## config.mk

```make
export PLATFORM = sky130hd
export DESIGN_NAME = rc_pulse_to_arm_command_unit_flat
export DESIGN_NICKNAME = d
export VERILOG_FILES = /design/src/hw/rtl/rcpa_pkg.sv /design/src/hw/rtl/rcpa_if.sv /design/src/hw/rtl/rc_pulse_to_arm_command_unit.sv /design/src/hw/rtl/rcpa_level_map.sv /design/src/flat_wrapper.sv
export SDC_FILE = /design/constraint.sdc
export NUM_CORES = 1
export LEC_CHECK = 0
export BUFFER_PORTS_ARGS = -buffer_cell sky130_fd_sc_hd__buf_2
export CAP_MARGIN = 20
export CORE_ASPECT_RATIO = 0.7
export CORE_MARGIN = 8
export CORE_UTILIZATION = 64
export DETAILED_ROUTE_END_ITERATION = 8
export PLACE_DENSITY = 0.88
export SYNTH_ARGS = -nofsm -noshare
export SYNTH_HDL_FRONTEND = slang
export SYNTH_SLANG_ARGS = --single-unit
```

## constraint.sdc

```tcl
create_clock -name clk -period 14.5 [get_ports clk]
set_input_delay 2.9 -clock clk [delete_from_list [all_inputs] [get_ports clk]]
set_output_delay 2.9 -clock clk [all_outputs]
set_load 0.02 [all_outputs]
```

## src/hw/rtl/rcpa_pkg.sv

```systemverilog
// Package for the radio command decoder: level window constants, switch codes,
// mode and action codes, config register indexes and the gripper band function.
// No dependencies.
`timescale 1ns / 1ps

package rcpa_pkg;

  localparam int LEVEL_W  = 16;
  localparam int GAIN_W   = 7;
  localparam int CMD_W    = 8;
  localparam int ANGLE_W  = 9;
  localparam int ACTION_W = 2;
  localparam int GRIP_W   = 2;
  localparam int CFG_IDX_W  = 2;
  localparam int CFG_DATA_W = GAIN_W;

  localparam logic [LEVEL_W-1:0] LVL_LOW   = 16'd87;
  localparam logic [LEVEL_W-1:0] LVL_MID   = 16'd118;
  localparam logic [LEVEL_W-1:0] LVL_HIGH  = 16'd179;
  localparam logic [LEVEL_W-1:0] BAND_HALF = 16'd5;

  localparam logic [LEVEL_W-1:0] CODE_IDLE  = 16'd118;
  localparam logic [LEVEL_W-1:0] CODE_ARM   = 16'd176;
  localparam logic [LEVEL_W-1:0] CODE_MOTOR = 16'd8571;

  // reciprocal multipliers: x/61 for x < 7748, x/31 for x < 3938, exact
  localparam int DIV61_K  = 8595;
  localparam int DIV61_SH = 19;
  localparam int DIV31_K  = 4229;
  localparam int DIV31_SH = 17;

  typedef enum logic [2:0] {
    MODE_IDLE  = 3'b001,
    MODE_ARM   = 3'b010,
    MODE_MOTOR = 3'b100
  } mode_t;

  localparam logic [ACTION_W-1:0] ACT_NONE  = 2'd0;
  localparam logic [ACTION_W-1:0] ACT_ARM   = 2'd1;
  localparam logic [ACTION_W-1:0] ACT_MOTOR = 2'd2;

  localparam logic [GRIP_W-1:0] GRIP_LOW  = 2'd0;
  localparam logic [GRIP_W-1:0] GRIP_MID  = 2'd1;
  localparam logic [GRIP_W-1:0] GRIP_HIGH = 2'd2;

  localparam logic [CFG_IDX_W-1:0] CFG_ARM_GAIN     = 2'd0;
  localparam logic [CFG_IDX_W-1:0] CFG_SERVO_GAIN   = 2'd1;
  localparam logic [CFG_IDX_W-1:0] CFG_SERVO_OFFSET = 2'd2;
  localparam logic [CFG_IDX_W-1:0] CFG_MOTOR_GAIN   = 2'd3;

  localparam logic [GAIN_W-1:0] RST_ARM_GAIN     = 7'd100;
  localparam logic [GAIN_W-1:0] RST_SERVO_GAIN   = 7'd90;
  localparam logic [GAIN_W-1:0] RST_SERVO_OFFSET = 7'd30;
  localparam logic [GAIN_W-1:0] RST_MOTOR_GAIN   = 7'd100;

  function automatic logic [GRIP_W-1:0] grip_band(input logic [LEVEL_W-1:0] v);
    logic [GRIP_W-1:0] b;
    b = GRIP_MID;
    if (v >= LVL_LOW && v <= LVL_LOW + BAND_HALF) begin
      b = GRIP_LOW;
    end else if (v >= LVL_MID && v <= LVL_MID + BAND_HALF) begin
      b = GRIP_MID;
    end else if (v >= LVL_HIGH - BAND_HALF && v <= LVL_HIGH + BAND_HALF) begin
      b = GRIP_HIGH;
    end
    return b;
  endfunction

endpackage

```

## src/hw/rtl/rcpa_if.sv

```systemverilog
// Valid/ready channel interfaces for the receiver frame input and the command output.
// Depends on rcpa_pkg.
`timescale 1ns / 1ps

interface rcpa_in_if;
  import rcpa_pkg::*;
  logic               valid;
  logic               ready;
  logic [LEVEL_W-1:0] switch_code;
  logic [LEVEL_W-1:0] travel_level;
  logic [LEVEL_W-1:0] yaw_level;
  logic [LEVEL_W-1:0] roll_level;
  logic [LEVEL_W-1:0] grip_level;

  modport source (output valid, switch_code, travel_level, yaw_level, roll_level,
                  grip_level, input ready);
  modport sink (input valid, switch_code, travel_level, yaw_level, roll_level,
                grip_level, output ready);
endinterface

interface rcpa_out_if;
  import rcpa_pkg::*;
  logic                      valid;
  logic                      ready;
  logic [ACTION_W-1:0]       action;
  logic signed [CMD_W-1:0]   arm_travel;
  logic signed [ANGLE_W-1:0] yaw_angle;
  logic signed [ANGLE_W-1:0] roll_angle;
  logic [GRIP_W-1:0]         grip_state;
  logic signed [CMD_W-1:0]   left_drive;
  logic signed [CMD_W-1:0]   right_drive;

  modport source (output valid, action, arm_travel, yaw_angle, roll_angle, grip_state,
                  left_drive, right_drive, input ready);
  modport sink (input valid, action, arm_travel, yaw_angle, roll_angle, grip_state,
                left_drive, right_drive, output ready);
endinterface

```

## src/hw/rtl/rc_pulse_to_arm_command_unit.sv

```systemverilog
// Top level of the radio command decoder: input register, mode register, decode, result register.
// Depends on rcpa_pkg, rcpa_if and rcpa_level_map.
//
// Usage:
//   in_ch carries one frame of receiver levels (switch, travel, yaw, roll, grip);
//   out_ch carries one command per frame: action code plus arm/servo values or
//   motor drives. Both channels transfer when valid and ready are high together.
//   cfg_we/cfg_idx/cfg_wdata write the four 7-bit gain/offset registers; write
//   only while no frame is in flight.
//   Path: a transferred frame waits in the input register, then one decode pass
//   moves it into the result register, which drives out_ch.
//   Throughput: one frame per cycle while out_ch is not held, set by the single
//   decode pass between the input register and the result register.
//   The mode register updates as a frame moves into the result register, so
//   frames are decoded strictly in order.
//   Reset: mode returns to idle, the gains take their reset values, both
//   pipeline stages empty.
//   Stall: while out_ch is held, the result holds, one more frame waits in the
//   input register, and in_ch.ready drops once that register is full.
`timescale 1ns / 1ps

module rc_pulse_to_arm_command_unit (
  input  logic                           clk,
  input  logic                           rst_n,
  rcpa_in_if.sink                        in_ch,
  rcpa_out_if.source                     out_ch,
  input  logic                           cfg_we,
  input  logic [rcpa_pkg::CFG_IDX_W-1:0] cfg_idx,
  input  logic [rcpa_pkg::CFG_DATA_W-1:0] cfg_wdata
);
  import rcpa_pkg::*;

  logic [GAIN_W-1:0] arm_gain_r, servo_gain_r, servo_offset_r, motor_gain_r;
  mode_t             mode_r, mode_nxt;

  logic               s1_valid_r;
  logic [LEVEL_W-1:0] s1_sw_r, s1_travel_r, s1_yaw_r, s1_roll_r, s1_grip_r;
  logic               advance;

  logic                      out_valid_r;
  logic [ACTION_W-1:0]       action_r, action_nxt;
  logic signed [CMD_W-1:0]   arm_travel_r, arm_travel_nxt;
  logic signed [ANGLE_W-1:0] yaw_angle_r, yaw_angle_nxt;
  logic signed [ANGLE_W-1:0] roll_angle_r, roll_angle_nxt;
  logic [GRIP_W-1:0]         grip_state_r, grip_state_nxt;
  logic signed [CMD_W-1:0]   left_drive_r, left_drive_nxt;
  logic signed [CMD_W-1:0]   right_drive_r, right_drive_nxt;

  logic [GAIN_W-1:0]       side_gain;
  logic signed [CMD_W-1:0] travel_cmd, yaw_cmd, roll_cmd;
  logic signed [ANGLE_W-1:0] offset_s;

  assign advance     = s1_valid_r && (!out_valid_r || out_ch.ready);
  assign in_ch.ready = !s1_valid_r || advance;

  // config registers
  always_ff @(posedge clk) begin
    if (!rst_n) begin
      arm_gain_r     <= RST_ARM_GAIN;
      servo_gain_r   <= RST_SERVO_GAIN;
      servo_offset_r <= RST_SERVO_OFFSET;
      motor_gain_r   <= RST_MOTOR_GAIN;
    end else if (cfg_we) begin
      case (cfg_idx)
        CFG_ARM_GAIN:     arm_gain_r     <= cfg_wdata;
        CFG_SERVO_GAIN:   servo_gain_r   <= cfg_wdata;
        CFG_SERVO_OFFSET: servo_offset_r <= cfg_wdata;
        CFG_MOTOR_GAIN:   motor_gain_r   <= cfg_wdata;
        default: begin
        end
      endcase
    end
  end

  // input register
  always_ff @(posedge clk) begin
    if (!rst_n) begin
      s1_valid_r <= 1'b0;
    end else if (in_ch.ready) begin
      s1_valid_r <= in_ch.valid;
    end
  end

  always_ff @(posedge clk) begin
    if (in_ch.valid && in_ch.ready) begin
      s1_sw_r     <= in_ch.switch_code;
      s1_travel_r <= in_ch.travel_level;
      s1_yaw_r    <= in_ch.yaw_level;
      s1_roll_r   <= in_ch.roll_level;
      s1_grip_r   <= in_ch.grip_level;
    end
  end

  always_comb begin
    if (s1_sw_r == CODE_MOTOR) begin
      mode_nxt = MODE_MOTOR;
    end else if (s1_sw_r == CODE_IDLE) begin
      mode_nxt = MODE_IDLE;
    end else if (s1_sw_r == CODE_ARM) begin
      mode_nxt = MODE_ARM;
    end else begin
      mode_nxt = mode_r;
    end
  end

  always_ff @(posedge clk) begin
    if (!rst_n) begin
      mode_r <= MODE_IDLE;
    end else if (advance) begin
      mode_r <= mode_nxt;
    end
  end

  // yaw and roll share one mapper each; gain follows the mode
  assign side_gain = (mode_nxt == MODE_MOTOR) ? motor_gain_r : servo_gain_r;
  assign offset_s  = $signed({2'b00, servo_offset_r});

  rcpa_level_map u_map_travel (.level(s1_travel_r), .gain(arm_gain_r), .cmd(travel_cmd));
  rcpa_level_map u_map_yaw    (.level(s1_yaw_r),    .gain(side_gain),  .cmd(yaw_cmd));
  rcpa_level_map u_map_roll   (.level(s1_roll_r),   .gain(side_gain),  .cmd(roll_cmd));

  always_comb begin
    action_nxt      = ACT_NONE;
    arm_travel_nxt  = '0;
    yaw_angle_nxt   = '0;
    roll_angle_nxt  = '0;
    grip_state_nxt  = GRIP_MID;
    left_drive_nxt  = '0;
    right_drive_nxt = '0;
    case (mode_nxt)
      MODE_ARM: begin
        action_nxt     = ACT_ARM;
        arm_travel_nxt = travel_cmd;
        yaw_angle_nxt  = ANGLE_W'(yaw_cmd) + offset_s;
        roll_angle_nxt = ANGLE_W'(roll_cmd) + offset_s;
        grip_state_nxt = grip_band(s1_grip_r);
      end
      MODE_MOTOR: begin
        action_nxt      = ACT_MOTOR;
        left_drive_nxt  = yaw_cmd;
        right_drive_nxt = roll_cmd;
      end
      default: begin
      end
    endcase
  end

  // result register
  always_ff @(posedge clk) begin
    if (!rst_n) begin
      out_valid_r <= 1'b0;
    end else if (advance) begin
      out_valid_r <= 1'b1;
    end else if (out_ch.ready) begin
      out_valid_r <= 1'b0;
    end
  end

  always_ff @(posedge clk) begin
    if (advance) begin
      action_r      <= action_nxt;
      arm_travel_r  <= arm_travel_nxt;
      yaw_angle_r   <= yaw_angle_nxt;
      roll_angle_r  <= roll_angle_nxt;
      grip_state_r  <= grip_state_nxt;
      left_drive_r  <= left_drive_nxt;
      right_drive_r <= right_drive_nxt;
    end
  end

  assign out_ch.valid       = out_valid_r;
  assign out_ch.action      = action_r;
  assign out_ch.arm_travel  = arm_travel_r;
  assign out_ch.yaw_angle   = yaw_angle_r;
  assign out_ch.roll_angle  = roll_angle_r;
  assign out_ch.grip_state  = grip_state_r;
  assign out_ch.left_drive  = left_drive_r;
  assign out_ch.right_drive = right_drive_r;

  // checks
  a_motor_code_sets_mode: assert property (@(posedge clk) disable iff (!rst_n)
    (advance && s1_sw_r == CODE_MOTOR) |=> (mode_r == MODE_MOTOR && action_r == ACT_MOTOR))
    else $error("motor switch code did not select motor mode");

  a_arm_fields_idle: assert property (@(posedge clk) disable iff (!rst_n)
    (out_valid_r && action_r != ACT_ARM) |->
      (arm_travel_r == '0 && yaw_angle_r == '0 && roll_angle_r == '0 &&
       grip_state_r == GRIP_MID))
    else $error("arm fields driven outside arm action");

  a_drive_fields_idle: assert property (@(posedge clk) disable iff (!rst_n)
    (out_valid_r && action_r != ACT_MOTOR) |-> (left_drive_r == '0 && right_drive_r == '0))
    else $error("motor drives driven outside motor action");

  a_result_held_on_stall: assert property (@(posedge clk) disable iff (!rst_n)
    (out_valid_r && !out_ch.ready) |=> (out_valid_r && $stable(action_r) && $stable(mode_r)))
    else $error("result or mode changed while output stalled");

  a_ready_when_empty: assert property (@(posedge clk) disable iff (!rst_n)
    !s1_valid_r |-> in_ch.ready)
    else $error("input not ready with empty input register");

endmodule

```

## src/hw/rtl/rcpa_level_map.sv

```systemverilog
// Maps one receiver level to a signed command scaled by a gain.
// Depends on rcpa_pkg.
`timescale 1ns / 1ps

module rcpa_level_map (
  input  logic [rcpa_pkg::LEVEL_W-1:0]      level,
  input  logic [rcpa_pkg::GAIN_W-1:0]       gain,
  output logic signed [rcpa_pkg::CMD_W-1:0] cmd
);
  import rcpa_pkg::*;

  logic        in_rng;
  logic        above;
  logic [5:0]  dp;
  logic [4:0]  dn;
  logic [5:0]  mag;
  logic [12:0] prod;
  logic [26:0] pprod;
  logic [24:0] nprod;
  logic [6:0]  q;

  assign in_rng = (level >= LVL_LOW) && (level <= LVL_HIGH);
  assign above  = (level >= LVL_MID);
  assign dp     = 6'(level[7:0] - LVL_MID[7:0]);
  assign dn     = 5'(LVL_MID[7:0] - level[7:0]);
  assign mag    = above ? dp : {1'b0, dn};
  assign prod   = 13'(mag) * 13'(gain);
  assign pprod  = 27'(prod) * 27'(DIV61_K);
  assign nprod  = 25'(prod[11:0]) * 25'(DIV31_K);
  assign q      = above ? 7'(pprod >> DIV61_SH) : 7'(nprod >> DIV31_SH);

  always_comb begin
    if (!in_rng) begin
      cmd = '0;
    end else if (above) begin
      cmd = $signed({1'b0, q});
    end else begin
      cmd = -$signed({1'b0, q});
    end
  end

endmodule

```

## src/flat_wrapper.sv

```systemverilog
// flat-port wrapper written by rule: the top's interface ports become plain ports
module rc_pulse_to_arm_command_unit_flat import rcpa_pkg::*;
  (clk, rst_n, cfg_we, cfg_idx, cfg_wdata, in_ch_valid, in_ch_switch_code, in_ch_travel_level, in_ch_yaw_level, in_ch_roll_level, in_ch_grip_level, in_ch_ready, out_ch_valid, out_ch_action, out_ch_arm_travel, out_ch_yaw_angle, out_ch_roll_angle, out_ch_grip_state, out_ch_left_drive, out_ch_right_drive, out_ch_ready);
  rcpa_in_if in_ch_i ();
  rcpa_out_if out_ch_i ();
  input  logic clk;
  input  logic rst_n;
  input  logic cfg_we;
  input  logic [rcpa_pkg::CFG_IDX_W-1:0] cfg_idx;
  input  logic [rcpa_pkg::CFG_DATA_W-1:0] cfg_wdata;
  input wire logic [$bits(in_ch_i.valid)-1:0] in_ch_valid;
  input wire logic [$bits(in_ch_i.switch_code)-1:0] in_ch_switch_code;
  input wire logic [$bits(in_ch_i.travel_level)-1:0] in_ch_travel_level;
  input wire logic [$bits(in_ch_i.yaw_level)-1:0] in_ch_yaw_level;
  input wire logic [$bits(in_ch_i.roll_level)-1:0] in_ch_roll_level;
  input wire logic [$bits(in_ch_i.grip_level)-1:0] in_ch_grip_level;
  output wire logic [$bits(in_ch_i.ready)-1:0] in_ch_ready;
  output wire logic [$bits(out_ch_i.valid)-1:0] out_ch_valid;
  output wire logic [$bits(out_ch_i.action)-1:0] out_ch_action;
  output wire logic [$bits(out_ch_i.arm_travel)-1:0] out_ch_arm_travel;
  output wire logic [$bits(out_ch_i.yaw_angle)-1:0] out_ch_yaw_angle;
  output wire logic [$bits(out_ch_i.roll_angle)-1:0] out_ch_roll_angle;
  output wire logic [$bits(out_ch_i.grip_state)-1:0] out_ch_grip_state;
  output wire logic [$bits(out_ch_i.left_drive)-1:0] out_ch_left_drive;
  output wire logic [$bits(out_ch_i.right_drive)-1:0] out_ch_right_drive;
  input wire logic [$bits(out_ch_i.ready)-1:0] out_ch_ready;
  assign in_ch_i.valid = in_ch_valid;
  assign in_ch_i.switch_code = in_ch_switch_code;
  assign in_ch_i.travel_level = in_ch_travel_level;
  assign in_ch_i.yaw_level = in_ch_yaw_level;
  assign in_ch_i.roll_level = in_ch_roll_level;
  assign in_ch_i.grip_level = in_ch_grip_level;
  assign in_ch_ready = in_ch_i.ready;
  assign out_ch_valid = out_ch_i.valid;
  assign out_ch_action = out_ch_i.action;
  assign out_ch_arm_travel = out_ch_i.arm_travel;
  assign out_ch_yaw_angle = out_ch_i.yaw_angle;
  assign out_ch_roll_angle = out_ch_i.roll_angle;
  assign out_ch_grip_state = out_ch_i.grip_state;
  assign out_ch_left_drive = out_ch_i.left_drive;
  assign out_ch_right_drive = out_ch_i.right_drive;
  assign out_ch_i.ready = out_ch_ready;
  rc_pulse_to_arm_command_unit u_core (.clk(clk), .rst_n(rst_n), .in_ch(in_ch_i), .out_ch(out_ch_i), .cfg_we(cfg_we), .cfg_idx(cfg_idx), .cfg_wdata(cfg_wdata));
endmodule
```

==> impl_metrics.ini <==
[timing]
hold_viol_final = 0
drv_slew = 0
max_freq_ghz = 0.0736
clock-skew-final_ns = 0.0145
max-slew-margin-rel_pct = 26.8
worst_pin_slew_ns = 1.10
period_needed_ns = 13.58
finalSetupTns_ns = 0
fin_crit_sh_pct = 93.7
setup_viol = 0
grt_setup_unrepaired = no

[grt]
grt_first_pass_wirelength_mm = 88.1
track_usage_pct = 26.9
grt_overflow_total = 0
grt_max_degree = 81
antenna_found_initial = 0
grt_pass1_vias = 17600

[synth]
yosys_warnings = 0
yosysTopAreaCellShare_pct = 28.6
ys_types = 78
yosysSeqAreaShare_pct = 20.6
async_flop_share_pct = 0
synthFlopType = edfxtp_1
synth_area_leader_cell = ha_1
netlist_instances = 2224
ys_top_cells_by_area = ha_1 29%, edfxtp_1 18%, fa_1 16%
syn_nets = 2988
synth.avg_cell_area_um2 = 9.70
ys_ff_latch = 159
synth_edf_count = 126
netlist_area_mm2 = 0.0216

[setup_path]
worstSetupPathType = reg -> reg
path_delay_family = adder cells
cp.depth = 47
crit_slowest_cell = mux2i_1
max_stage_delay_ns = 0.91
end_kind = flop
crit_arrival_ns = 13.77
worstPathMaxFanout = 16
worst_r2r_path_depth = 47
startpoint_type = flop
cp_num_buf_inv = 7
cp.required_ns = 14.69

[floorplanning]
fp.dieW_um = 235
core-area_mm2 = 0.0334
start_util_pct = 64.7
die_height_um = 170
io_pins = 142
row_count = 56
dieArea_mm2 = 0.0399

[detailed_routing]
vias = 16900
drtIter0Drc = 1563
drt_first_pass_iters = 8
wl_per_cell_um = 18.9
routed_wirelength_mm = 53.3
final_antenna_net_count = 0
drcViolationCount = 0
viasPerCell = 6.00

[cts]
cts_buffer_depth = 2
postCtsSetupBuffers = 0
cts_num_sinks = 159
worstSkewPairLatency_ns = 0.44
ctsRootBufferMaster = clkbuf_16
htreeDepth = 4
cts_tree = done
path_clk_slew_ns = 0.07
numCtsBuffers = 17
hold_buffers = 0
cts-resized-gates = 0

[placement]
hpwl_mm = 43.7
routabilityCongestion = 0.939
portBuffers = 141

[finish]
layout.nets = 3138
syn2layout_area_growth_pct = 8.55
drive_gt1_share_pct = 9.43
final_common_cell = ha_1
fillCellCount = 2318
final_cell_mix = 494 x ha_1, 390 x inv_1, 176 x fa_1, 174 x nor2_1, 142 x buf_2

[flow_run]
maxCapViolCount = 0

[status]
status = finished clean

[hold_path]
min_path_type = reg -> reg
min_path_cells = 2
-- cell usage after synthesis, types with 15 or more instances --
| cell type | number |
|---|---|
| or2_2 | 21 |
| mux2i_1 | 24 |
| dfxtp_1 | 33 |
| ha_1 | 494 |
| clkbuf_1 | 23 |
| nand2_1 | 124 |
| nand3_1 | 43 |
| nand4_1 | 15 |
| nor3_1 | 17 |
| nand2b_1 | 17 |
| and2_1 | 33 |
| nor2b_1 | 34 |
| inv_1 | 391 |
| fa_1 | 176 |
| nor2_1 | 174 |
| edfxtp_1 | 126 |
| xor2_1 | 27 |
| xnor2_1 | 63 |
| a21oi_1 | 96 |
| a211oi_1 | 17 |
| o21ai_0 | 41 |
| a21o_1 | 28 |
-- state kept, by name (all words and copies together), names as in the netlist, 8 cells and up --
name	cells
u_core.out_ch.arm_travel	8
u_core.s1_yaw_r	16
u_core.s1_travel_r	16
u_core.s1_sw_r	16
u_core.out_ch.yaw_angle	9
u_core.s1_grip_r	16
u_core.s1_roll_r	16
u_core.out_ch.roll_angle	9
u_core.out_ch.right_drive	8
u_core.out_ch.left_drive	8
-- path summary, 6_finish.rpt --
check	start	slack, ns	endpoint
worst max-delay path	u_core.s1_sw_r[10]	0.92	u_core.out_ch.yaw_angle[7]
worst min-delay path	u_core.servo_gain_r[2]	0.48	u_core.servo_gain_r[2]
worst max register to register	u_core.s1_sw_r[10]	0.92	u_core.out_ch.yaw_angle[7]
worst min register to register	u_core.servo_gain_r[2]	0.48	u_core.servo_gain_r[2]
-- final cells by class --
cell class | count | area [µm²] | area share [%]
clock buffer | 18 | 429 | 1.83
clock inverter | 13 | 119 | 0.507
tap | 435 | 544 | 2.32
sequential | 159 | 4440 | 19.0
antenna | 1 | 2.50 | 0.0107
inverter | 394 | 1480 | 6.31
multi-input combinational | 1643 | 15500 | 66.4
timing repair buffer | 159 | 858 | 3.66
-- kinds of logic after synthesis --
logic type                 count (synthesis)  share of synthesized area [%]
AOI/OAI and AO/OA                        308                           9.56
and+or+nand+nor                          547                           12.4
muxes                                     26                           1.28
buffers and inverters                    422                           7.39
DFF                                      159                           20.6
adders and majority gates                671                           45.0
xor gates and xnor gates                  91                           3.76
-- routing by layer --
| layer | global-route usage (%) | wire length, µm |
|---|---|---|
| met3 | 4.25 | 4010 |
| met5 | 0 | 0 |
| met1 | 36.3 | 23600 |
| met2 | 45.4 | 24600 |
| met4 | 6.23 | 961 |
-- worst min-delay path, stage by stage (launching register included) --
cell and delay [ns]:
dfxtp_1 0.31, nand2_1 0.05, a21boi_0 0.07
-- through the flow --
step / util [%] / area, µm² / setup WS, ns / hold slack [ns] / instances
2_1_floorplan: - / 21600 / 2.93 / 0.440 / 2224
3_3_place_gp: 68.5 / 22800 / 1.60 / 0.450 / 2787
3_5_place_dp: 68.5 / 22800 / 1.09 / 0.465 / 2787
4_1_cts: 70.1 / 23400 / 1.08 / 0.480 / 2818
5_1_grt: 70.2 / 23400 / 0.0803 / 0.510 / 2821
6_report: 70.2 / 23400 / 0.920 / 0.478 / 2822
Power is left out: the tool's default activity adds up to more than one toggle a clock period on the data nets, which glitch-free logic cannot reach.
